**src/rtl/erld_pkg.sv**
```systemverilog
// ----------------------------------------------------------------------------
// erld_pkg
// Shared types and constants of the extent run list decoder.
// ----------------------------------------------------------------------------
package erld_pkg;

	localparam int MAX_FIELD_BYTES = 4;
	localparam int CNT_W           = $clog2(MAX_FIELD_BYTES + 1);
	localparam int POS_W           = 3;
	localparam int LANES           = 4;
	localparam int QUEUE_DEPTH     = 4;
	localparam int QA_W            = $clog2(QUEUE_DEPTH);
	localparam int QC_W            = $clog2(QUEUE_DEPTH + 1);

	localparam logic [1:0] ST_RUN       = 2'd0;
	localparam logic [1:0] ST_END       = 2'd1;
	localparam logic [1:0] ST_MALFORMED = 2'd2;

	typedef enum logic [1:0] {
		PH_IDLE,
		PH_HEADER,
		PH_LENGTH,
		PH_OFFSET
	} phase_t;

	typedef enum logic [1:0] {
		TERM_NONE,
		TERM_END,
		TERM_MALFORMED
	} term_t;

	typedef struct packed {
		logic        run;
		term_t       term;
		logic [31:0] vcn;
		logic [31:0] lcn;
		logic [31:0] len;
		logic [31:0] rel;
	} erld_entry_t;

	typedef struct packed {
		logic full;
		logic empty;
	} erld_qstat_t;

endpackage

```
**src/rtl/erld_front.sv**
```systemverilog
// ----------------------------------------------------------------------------
// erld_front
// Accepts run list bytes, tracks header/length/offset parsing and the running
// clusters, and posts one queue entry for every byte that yields results.
// ----------------------------------------------------------------------------
module erld_front import erld_pkg::*; (
	input  logic        clk,
	input  logic        arst_n,
	input  logic        in_valid,
	output logic        in_stall,
	input  logic [7:0]  list_byte,
	input  logic        list_start,
	input  logic        list_last,
	input  logic        cfg_valid,
	input  logic [31:0] target_vcn,
	input  erld_qstat_t qstat,
	output logic        push,
	output erld_entry_t push_entry
);

	phase_t             phase_q, phase_d, ph;
	logic [CNT_W-1:0]   len_left_q, len_left_d;
	logic [CNT_W-1:0]   off_left_q, off_left_d;
	logic [POS_W-1:0]   bpos_q, bpos_d, bpos;
	logic [31:0]        len_acc_q, len_acc_d;
	logic [31:0]        off_acc_q, off_acc_d;
	logic [31:0]        lcn_q, lcn_d, rlcn, lcn_new;
	logic [31:0]        vcn_q, vcn_d, rvcn, vcn_new;
	logic [31:0]        target_q;
	logic               fin, early, accept;
	term_t              term;

	assign in_stall = qstat.full;
	assign accept   = in_valid && !in_stall;

	always_ff @(posedge clk or negedge arst_n) begin
		if (!arst_n) begin
			phase_q  <= PH_IDLE;
			bpos_q   <= '0;
			target_q <= '0;
		end else begin
			if (accept) begin
				phase_q <= phase_d;
				bpos_q  <= bpos_d;
			end
			if (cfg_valid) begin
				target_q <= target_vcn;
			end
		end
	end

	always_ff @(posedge clk) begin
		if (accept) begin
			len_left_q <= len_left_d;
			off_left_q <= off_left_d;
			len_acc_q  <= len_acc_d;
			off_acc_q  <= off_acc_d;
			lcn_q      <= lcn_d;
			vcn_q      <= vcn_d;
		end
	end

	always_comb begin
		ph         = list_start ? PH_HEADER : phase_q;
		rlcn       = list_start ? '0 : lcn_q;
		rvcn       = list_start ? '0 : vcn_q;
		bpos       = list_start ? '0 : bpos_q;
		phase_d    = ph;
		bpos_d     = bpos;
		len_left_d = len_left_q;
		off_left_d = off_left_q;
		len_acc_d  = len_acc_q;
		off_acc_d  = off_acc_q;
		fin        = 1'b0;
		early      = 1'b0;
		term       = TERM_NONE;

		unique case (ph)
			PH_IDLE: begin
				early = 1'b1;
			end
			PH_HEADER: begin
				if (list_byte == 8'd0) begin
					early   = 1'b1;
					term    = TERM_END;
					phase_d = PH_IDLE;
				end else if (list_byte[3:0] > 4'(MAX_FIELD_BYTES)
						|| list_byte[7:4] > 4'(MAX_FIELD_BYTES)) begin
					early   = 1'b1;
					term    = TERM_MALFORMED;
					phase_d = PH_IDLE;
				end else begin
					len_left_d = list_byte[CNT_W-1:0];
					off_left_d = list_byte[4 +: CNT_W];
					len_acc_d  = '0;
					off_acc_d  = '0;
					bpos_d     = '0;
					phase_d    = (list_byte[3:0] != 4'd0) ? PH_LENGTH : PH_OFFSET;
				end
			end
			PH_LENGTH: begin
				for (int i = 0; i < LANES; i++) begin
					if (bpos == POS_W'(i)) begin
						len_acc_d[8*i +: 8] = len_acc_q[8*i +: 8] | list_byte;
					end
				end
				bpos_d     = bpos + POS_W'(1);
				len_left_d = len_left_q - CNT_W'(1);
				if (len_left_d == '0) begin
					bpos_d = '0;
					if (off_left_q == '0) begin
						fin = 1'b1;
					end else begin
						phase_d = PH_OFFSET;
					end
				end
			end
			PH_OFFSET: begin
				if (bpos < POS_W'(LANES)) begin
					for (int i = 0; i < LANES; i++) begin
						if (POS_W'(i) < bpos) begin
							off_acc_d[8*i +: 8] = off_acc_q[8*i +: 8];
						end else if (POS_W'(i) == bpos) begin
							off_acc_d[8*i +: 8] = list_byte;
						end else begin
							off_acc_d[8*i +: 8] = {8{list_byte[7]}};
						end
					end
				end
				bpos_d     = bpos + POS_W'(1);
				off_left_d = off_left_q - CNT_W'(1);
				if (off_left_d == '0) begin
					fin = 1'b1;
				end
			end
			default: begin
				early = 1'b1;
			end
		endcase

		lcn_new = rlcn + off_acc_d;
		vcn_new = rvcn + len_acc_d;
		lcn_d   = rlcn;
		vcn_d   = rvcn;
		if (fin) begin
			lcn_d   = lcn_new;
			vcn_d   = vcn_new;
			phase_d = PH_HEADER;
			bpos_d  = '0;
		end
		if (list_last && !early) begin
			term    = TERM_END;
			phase_d = PH_IDLE;
		end
	end

	assign push            = accept && (fin || term != TERM_NONE);
	assign push_entry.run  = fin;
	assign push_entry.term = term;
	assign push_entry.vcn  = rvcn;
	assign push_entry.lcn  = lcn_new;
	assign push_entry.len  = len_acc_d;
	assign push_entry.rel  = target_q - rvcn;

endmodule

```
**src/rtl/erld_queue.sv**
```systemverilog
// ----------------------------------------------------------------------------
// erld_queue
// Short queue of decoded entries between the parsing front and the result
// back end.
// ----------------------------------------------------------------------------
module erld_queue import erld_pkg::*; (
	input  logic        clk,
	input  logic        arst_n,
	input  logic        push,
	input  erld_entry_t push_entry,
	input  logic        pop,
	output erld_entry_t head,
	output erld_qstat_t qstat
);

	erld_entry_t       slots_q [QUEUE_DEPTH];
	logic [QA_W-1:0]   wr_q, rd_q;
	logic [QC_W-1:0]   count_q;

	function automatic logic [QA_W-1:0] bump(input logic [QA_W-1:0] p);
		bump = (p == QA_W'(QUEUE_DEPTH - 1)) ? '0 : p + QA_W'(1);
	endfunction

	always_ff @(posedge clk or negedge arst_n) begin
		if (!arst_n) begin
			wr_q    <= '0;
			rd_q    <= '0;
			count_q <= '0;
		end else begin
			if (push) begin
				wr_q <= bump(wr_q);
			end
			if (pop) begin
				rd_q <= bump(rd_q);
			end
			case ({push, pop})
				2'b10:   count_q <= count_q + QC_W'(1);
				2'b01:   count_q <= count_q - QC_W'(1);
				default: count_q <= count_q;
			endcase
		end
	end

	always_ff @(posedge clk) begin
		if (push) begin
			slots_q[wr_q] <= push_entry;
		end
	end

	assign head        = slots_q[rd_q];
	assign qstat.full  = (count_q == QC_W'(QUEUE_DEPTH));
	assign qstat.empty = (count_q == '0);

endmodule

```
**src/rtl/erld_back.sv**
```systemverilog
// ----------------------------------------------------------------------------
// erld_back
// Expands queue entries into result items: the run with its target test,
// then the end or malformed marker, through one output register.
// ----------------------------------------------------------------------------
module erld_back import erld_pkg::*; (
	input  logic        clk,
	input  logic        arst_n,
	input  erld_entry_t head,
	input  erld_qstat_t qstat,
	output logic        pop,
	output logic        out_valid,
	input  logic        out_stall,
	output logic [1:0]  status,
	output logic [31:0] run_vcn_start,
	output logic [31:0] run_lcn_start,
	output logic [31:0] run_length,
	output logic        target_hit,
	output logic [31:0] target_lcn,
	output logic        last_result
);

	logic        out_valid_q, run_done_q, run_done_d;
	logic        load, emit_run, hit;
	logic [1:0]  status_q, status_d;
	logic [31:0] vcn_q, lcn_q, len_q, tlcn_q;
	logic [31:0] vcn_d, lcn_d, len_d, tlcn_d;
	logic        hit_q, last_q, last_d;

	assign load     = !out_valid_q || !out_stall;
	assign emit_run = head.run && !run_done_q;
	assign hit      = head.rel < head.len;

	always_comb begin
		pop        = 1'b0;
		run_done_d = run_done_q;
		status_d   = ST_RUN;
		vcn_d      = '0;
		lcn_d      = '0;
		len_d      = '0;
		tlcn_d     = '0;
		last_d     = 1'b1;
		if (emit_run) begin
			vcn_d  = head.vcn;
			lcn_d  = head.lcn;
			len_d  = head.len;
			tlcn_d = hit ? head.lcn + head.rel : '0;
			last_d = (head.term == TERM_NONE);
			if (load && !qstat.empty) begin
				pop        = (head.term == TERM_NONE);
				run_done_d = (head.term != TERM_NONE);
			end
		end else begin
			unique case (head.term)
				TERM_MALFORMED: status_d = ST_MALFORMED;
				default:        status_d = ST_END;
			endcase
			if (load && !qstat.empty) begin
				pop        = 1'b1;
				run_done_d = 1'b0;
			end
		end
	end

	always_ff @(posedge clk or negedge arst_n) begin
		if (!arst_n) begin
			out_valid_q <= 1'b0;
			run_done_q  <= 1'b0;
		end else begin
			if (load) begin
				out_valid_q <= !qstat.empty;
			end
			run_done_q <= run_done_d;
		end
	end

	always_ff @(posedge clk) begin
		if (load) begin
			status_q <= status_d;
			vcn_q    <= vcn_d;
			lcn_q    <= lcn_d;
			len_q    <= len_d;
			hit_q    <= emit_run && hit;
			tlcn_q   <= tlcn_d;
			last_q   <= last_d;
		end
	end

	assign out_valid     = out_valid_q;
	assign status        = status_q;
	assign run_vcn_start = vcn_q;
	assign run_lcn_start = lcn_q;
	assign run_length    = len_q;
	assign target_hit    = hit_q;
	assign target_lcn    = tlcn_q;
	assign last_result   = last_q;

endmodule

```
**src/rtl/extent_run_list_decoder_top.sv**
```systemverilog
// ----------------------------------------------------------------------------
// extent_run_list_decoder_top
// Run list decoder: parses header, length and offset bytes and reports each
// run with its virtual start, physical start, length and target lookup.
//
//   channel  direction  handshake             payload
//   in       sink       in_valid / in_stall   list_byte, list_start, list_last
//   cfg      sink       cfg_valid / cfg_ready target_vcn
//   out      source     out_valid / out_stall status, run_*, target_*, last_result
//
// One byte is taken every cycle while the four-entry queue has room.
// Results leave one per cycle from the output register while out_stall is low;
// a byte that closes a run and ends the list gives two results.
// in_stall rises when the queue is full; out_stall only holds the back end.
// Reset leaves the decoder idle, awaiting a list start, with target_vcn at 0.
// ----------------------------------------------------------------------------
module extent_run_list_decoder_top import erld_pkg::*; (
	input  logic        clk,
	input  logic        arst_n,
	input  logic        in_valid,
	output logic        in_stall,
	input  logic [7:0]  list_byte,
	input  logic        list_start,
	input  logic        list_last,
	input  logic        cfg_valid,
	output logic        cfg_ready,
	input  logic [31:0] target_vcn,
	output logic        out_valid,
	input  logic        out_stall,
	output logic [1:0]  status,
	output logic [31:0] run_vcn_start,
	output logic [31:0] run_lcn_start,
	output logic [31:0] run_length,
	output logic        target_hit,
	output logic [31:0] target_lcn,
	output logic        last_result
);

	erld_entry_t push_entry, head;
	erld_qstat_t qstat;
	logic        push, pop;

	assign cfg_ready = 1'b1;

	erld_front u_front (
		.clk        (clk),
		.arst_n     (arst_n),
		.in_valid   (in_valid),
		.in_stall   (in_stall),
		.list_byte  (list_byte),
		.list_start (list_start),
		.list_last  (list_last),
		.cfg_valid  (cfg_valid),
		.target_vcn (target_vcn),
		.qstat      (qstat),
		.push       (push),
		.push_entry (push_entry)
	);

	erld_queue u_queue (
		.clk        (clk),
		.arst_n     (arst_n),
		.push       (push),
		.push_entry (push_entry),
		.pop        (pop),
		.head       (head),
		.qstat      (qstat)
	);

	erld_back u_back (
		.clk           (clk),
		.arst_n        (arst_n),
		.head          (head),
		.qstat         (qstat),
		.pop           (pop),
		.out_valid     (out_valid),
		.out_stall     (out_stall),
		.status        (status),
		.run_vcn_start (run_vcn_start),
		.run_lcn_start (run_lcn_start),
		.run_length    (run_length),
		.target_hit    (target_hit),
		.target_lcn    (target_lcn),
		.last_result   (last_result)
	);

endmodule

```
**config.mk**
```make
export PLATFORM = sky130hd
export DESIGN_NAME = extent_run_list_decoder_top
export DESIGN_NICKNAME = d
export VERILOG_FILES = /design/src/rtl/erld_pkg.sv /design/src/rtl/erld_front.sv /design/src/rtl/erld_queue.sv /design/src/rtl/erld_back.sv /design/src/rtl/extent_run_list_decoder_top.sv
export SDC_FILE = /design/constraint.sdc
export NUM_CORES = 1
export LEC_CHECK = 0
export ABC_AREA = 0
export BUFFER_PORTS_ARGS = -buffer_cell sky130_fd_sc_hd__buf_2
export CAP_MARGIN = 25
export CORE_ASPECT_RATIO = 0.7
export CORE_MARGIN = 2
export CORE_UTILIZATION = 40
export CTS_CLUSTER_DIAMETER = 100
export DETAILED_ROUTE_END_ITERATION = 10
export HOLD_SLACK_MARGIN = 0.05
export SYNTH_ARGS = -nofsm -noshare
export SYNTH_HDL_FRONTEND = slang
export SYNTH_SLANG_ARGS = --single-unit
```
**constraint.sdc**
```tcl
create_clock -name clk -period 6.35 [get_ports clk]
set_input_delay 0.9525 -clock clk [delete_from_list [all_inputs] [get_ports clk]]
set_output_delay 0.9525 -clock clk [all_outputs]
set_load 0.01 [all_outputs]
```
[Word-level counts from Yosys, hierarchy flattened]
Memories as Yosys holds them, arrays and structs flattened.
Index checks and enable logic that the tools add are counted.
Storage, ports and cells
  bits in registers: 312
  memory bits (writable): 524
  bits of input ports: 47
  output and inout bits: 135
  logic and storage cells: 161
  memories kept: 1
Cells by class
  $add $sub $neg: 11
  order comparisons: 8
  eq/ne operators: 17
  muxes and demuxes: 67
  bitwise gates (word level): 4
  reduce and logical (&&, ||, !) cells: 32
Memories
  u_queue.slots_q: depth 4, width 131, rd ports 1, clocked after memory_dff 0, wr ports 1, line erld_queue.sv:16  | erld_entry_t slots_q [QUEUE_DEPTH];
Operators with widths (count)
  two-way mux 32 bit: 9
  one-hot mux 32 bit (2 select lines): 2
  adder 32 bit: 3
  two-way mux 8 bit: 8
  less-than comparator 32 bit: 1
  bitwise OR 8 bit: 4
  subtractor 32 bit: 1
  two-way mux 2 bit: 14
  two-way mux 7 bit: 4
  two-way mux 3 bit: 9
  one-hot mux 3 bit (2 select lines): 3
  logical NOT 3 bit: 5
  two-way mux 1 bit: 14
  == test 2 bit (second input constant): 6
  nonzero test 2 bit: 5
  one-hot mux 3 bit (3 select lines): 1
  subtractor 3 x 1 -> 3 bit (second input constant): 3
  greater-than comparator 4 x 3 -> 1 bit (second input constant): 2
  logical NOT 8 bit: 1
  AND reduction 4 bit: 2
  adder 3 x 1 -> 3 bit (second input constant): 2
  == test 2 x 3 -> 1 bit (first input constant): 2
  == test 3 x 2 -> 1 bit (second input constant): 2
  logical AND 1 bit: 6
  16 further kinds: 30

[Logic depth before layout (Yosys ltp)]
  depth in word-level cells: 13
  depth in mapped cells: 21
  gate-level depth less buffers: 20

[Modules after synthesis]
Synthesis repeated with hierarchy kept, for this count alone.
Second synthesis, totals
  cells, all modules: 2869
  area total of the unflattened synthesis: 40049.7 um^2
Modules (own cells, without submodules)
  erld_queue: instances 1, cells each 724, area an instance 19303.5 um^2, seq. area each 15910.3 um^2
  erld_front: instances 1, cells each 1510, area an instance 13410.4 um^2, seq. area each 4949.7 um^2
  erld_back: instances 1, cells each 633, area an instance 7324.5 um^2, seq. area each 4013.8 um^2
  extent_run_list_decoder_top: instances 1, cells each 2, area an instance 11.3 um^2, seq. area each 0.0 um^2

[Worst setup path after synthesis]
Ideal clock, no wire load.
  kind: input to register
  from: input port list_start
  to: memory u_queue.slots_q[3][0] (netlist bit), enable pin
  arrival time: 5668 ps
  data required time: 5844 ps
  slack: 176 ps
  cell stages on the path: 10
  path buffers: 1
  path through: clkbuf_1 > nor2_1 > inv_1 > ha_1 > inv_1 > a41oi_1 > nor2_1 > o21ai_0 > a31oi_1 > and2_1
Between the ends
  longest elaborated chain between the ends: 11
  elaborated cells between the ends (all ways): 16
Ends and longest elaborated chain
  start: declaration: line extent_run_list_decoder_top.sv:23  | input logic list_start,
  two-way mux 2 bit (*): line erld_front.sv:64  | ph = list_start ? PH_HEADER : phase_q;
  == test 2 x 1 -> 1 bit or logical NOT 2 bit (tied branches): line erld_front.sv:78  | unique case (ph)
  one-hot mux 1 bit (2 select lines): line erld_front.sv:78
  logical NOT 1 bit: line erld_front.sv:151  | if (list_last && !early) begin
  logical AND 1 bit: line erld_front.sv:151
  two-way mux 2 bit: line erld_front.sv:151
  nonzero test 2 bit: line erld_front.sv:157  | assign push = accept && (fin || term != TERM_NONE);
  logical OR 1 bit (*): line erld_front.sv:157
  logical AND 1 bit (*): line erld_front.sv:157
  two-way mux 1 bit (*): line erld_queue.sv:45  | if (push) begin
  two-way mux 1 bit (not written as such) (*): line erld_queue.sv:46  | slots_q[wr_q] <= push_entry;
  end: declaration: line erld_queue.sv:16
Mark *: on every way between the ends. The rest lies on a longest branch, timed or not.

==> flow_metrics.tcl <==
set metrics [dict create \
    synth-simple-area-share 0.0856 \
    syn_area_per_cell_um2 14.3 \
    drive_gt1_frac 0.194 \
    critPathLaunchType "input port" \
    p_leak_uw 0.0167 \
    peakVddDrop_uv 225 \
    drt.antenna.violating_nets 0 \
    start_util 0.406 \
    yosys.area.top_type "edfxtp_1" \
    drt_wl_total_um 107000 \
    ys_ff_latch 836 \
    relSlewSlack 0.333 \
    drtPass1Iterations 6 \
    worst_pin_slew_ns 0.997 \
    yosysWarnings 0 \
    ys_types 76 \
    ctsResizeCount 0 \
    dp_cells 4192 \
    clock-sinks 836 \
    synthXorXnorAreaFrac 0.0244 \
    grt_first_pass_wirelength_um 157000 \
    die_y_um 266 \
    syn_to_final_growth_pct 14.2 \
    path_class "input port to register" \
    routedWlPerCell_um 24.5 \
    drc 0 \
    min_period_over_period 0.888 \
    cts.htree.levels 3 \
    setup_viol 0 \
    slew_viol_final 0 \
    synthFlopType "edfxtp_1" \
    vias 24300 \
    dieArea_um2 100000 \
    die_w_um 378 \
    synth_area_um2 39100 \
    synthAdderAreaFrac 0.0572 \
    grt_max_degree 74 \
    fin_tns_setup_ns 0 \
    crit_path_max_fanout 11 \
    synth_top_family_by_area "multiplexers" \
    synth.area.top_cells "edfxtp_1 (61%), mux4_2 (7.5%), ha_1 (5.5%)" \
    postLayoutCoreUtil 0.463 \
    instances_no_fill 4350 \
    cts_buffers 84 \
    grt.overflow.total 0 \
    timing.fmax_mhz 177 \
    muxShareOfSynthArea 0.0915 \
    cts_root_buf "clkbuf_16" \
    synth_edf_count 790 \
    track_usage 0.212 \
    post-route-min-period_ns 5.64 \
    grt_pass1_vias 23800 \
    required_ns 6.78 \
    insertion_delay_ns 0.68 \
    antenna_found_initial 8 \
    end_kind "register" \
    final_nets 3192 \
    dp_hpwl_um 75300 \
    yosysSeqAreaShare 0.636 \
    post_cts_buffers 0 \
    skew_ns 0.0334 \
    pwr_density_cell_nw_per_um2 519 \
    ys_async_sr_fraction 0.0550 \
    cap_violations 0 \
    place_congestion 0.925 \
    num_rows 95 \
    synth_compound_area_frac 0.0840 \
    cts_tree "yes" \
    drtIter0Drc 2533 \
    rsz0062_at_grt "no" \
    netlist.area_leader.share 0.606 \
    outcome "completed" \
    cts_max_path_buffers 3 \
    core_um2 96400 \
    min-delay-path-class "input port to async pin" \
    synth_fp_nets 2963 \
    finalInstanceArea_um2 44700 \
    finalHoldViolCount 0 \
    pin_count 182 \
    syn_inst 2740 \
    final_common_cell "edfxtp_1" \
    cp_data_arrival_time_ns 6.07 \
    layout_common_cells "edfxtp_1 (790), nor2_1 (207), buf_2 (180)" \
    cts_hold_buffers 0 \
    io_buffers 180 \
    clk_pin_slew_worst_paths_ns 0.06 \
    dpl_cell_area_um2 41900 \
    via_per_inst 5.59 \
]
## stage by stage
stage	total power, uW	setup WS, ns	hold slack (ns)
3_3_place_gp	18000	0.261	0.481
4_1_cts	23300	0.877	0.453
3_5_place_dp	18200	0.166	0.472
5_1_grt	24500	0.274	0.481
2_1_floorplan	14800	0.176	0.442
6_report	23200	0.710	0.449
## flip-flops by register name, indices dropped and copies added, names as in the netlist, 32 cells and up
name                  flops
u_back.run_lcn_start     32
u_back.run_length        32
u_back.run_vcn_start     32
u_back.target_lcn        32
u_front.lcn_q            32
u_front.len_acc_q        32
u_front.off_acc_q        32
u_front.target_q         32
u_front.vcn_q            32
u_queue.slots_q         524
## path summary, 6_finish.rpt
path                                                start                                to  slack [ns]  depth (start not counted)
hold reg to reg            u_front.phase_q[1]$_DFFE_PN0P_    u_front.phase_q[1]$_DFFE_PN0P_        0.48                          2
min in group clk           u_front.phase_q[1]$_DFFE_PN0P_    u_front.phase_q[1]$_DFFE_PN0P_        0.48                          2
setup / recovery                             list_byte[0]       u_front.lcn_q[28]$_DFFE_PP_        0.71                         20
hold / removal                                     arst_n  u_front.target_q[27]$_DFFE_PN0P_        0.45                          2
setup reg to reg           u_front.phase_q[1]$_DFFE_PN0P_       u_front.lcn_q[28]$_DFFE_PP_        0.78                         22
max in group asynchronous                          arst_n       u_queue.rd_q[1]$_DFFE_PN0P_        5.23                          2
## synthesized netlist by cell type (all sizes together) (6+ instances only)
| master | n |
|---|---|
| a211oi | 16 |
| a21o | 57 |
| nor3 | 28 |
| nand2 | 163 |
| mux2 | 56 |
| nand3 | 27 |
| and3 | 11 |
| o21ai | 134 |
| or2 | 11 |
| nand4 | 18 |
| o31ai | 13 |
| o21a | 16 |
| a31oi | 19 |
| a22o | 10 |
| clkbuf | 77 |
| o211ai | 10 |
| o22ai | 9 |
| o21bai | 16 |
| and2 | 78 |
| a2111oi | 6 |
| nor4 | 6 |
| nor2 | 207 |
| ha | 171 |
| nor2b | 58 |
| inv | 119 |
| a31o | 7 |
| dfrtp | 46 |
| edfxtp | 790 |
| xor2 | 40 |
| nand2b | 48 |
| or3 | 17 |
| a21oi | 153 |
| xnor2 | 69 |
| a21boi | 7 |
| mux4 | 130 |
| buf | 24 |
## worst max-delay path: stages
cell	delay [ns]
buf_2	0.21
nor3_1	0.41
nand2_1	0.11
a41oi_1	0.48
nor2_1	0.16
o21ai_1	0.14
a22o_1	0.19
ha_1	0.21
inv_1	0.07
fa_1	0.44
nor2b_1	0.13
o21a_1	0.15
o21ai_0	0.21
a2111oi_0	0.69
buf_4	0.22
nor3_1	0.07
o31ai_1	0.49
a311oi_1	0.20
xnor2_1	0.23
mux2_2	0.29
## power by group
part	internal, uW	switching (uW)
clock network	2910	2160
registers	8100	512
logic	3540	5950
## routing by layer
layer	vias up	GRT usage	share of wire
li1	10900	-	-
met1	12400	0.330	0.48
met2	924	0.302	0.42
met3	131	0.0427	0.082
met4	0	0.0496	0.020
met5	-	0	0
## area by class of cell
class	count	area, um2
antenna	1	2.50
sequential	836	24900
multi-input combinational	1683	13400
clock inverter	50	487
clock buffer	107	2300
fill	8437	51700
inverter	120	453
tap	1309	1640
timing repair buffer	244	1470
## logic make-up after synthesis
logic type                 count (synthesis)
AOI/OAI and AO/OA                        521
xor gates and xnor gates                 109
adders and majority gates                176
buffers and inverters                    221
DFF                                      836
muxes                                    188
other                                      1
and+or+nand+nor                          688
Note: power is estimated with default switching activity, not from simulation.
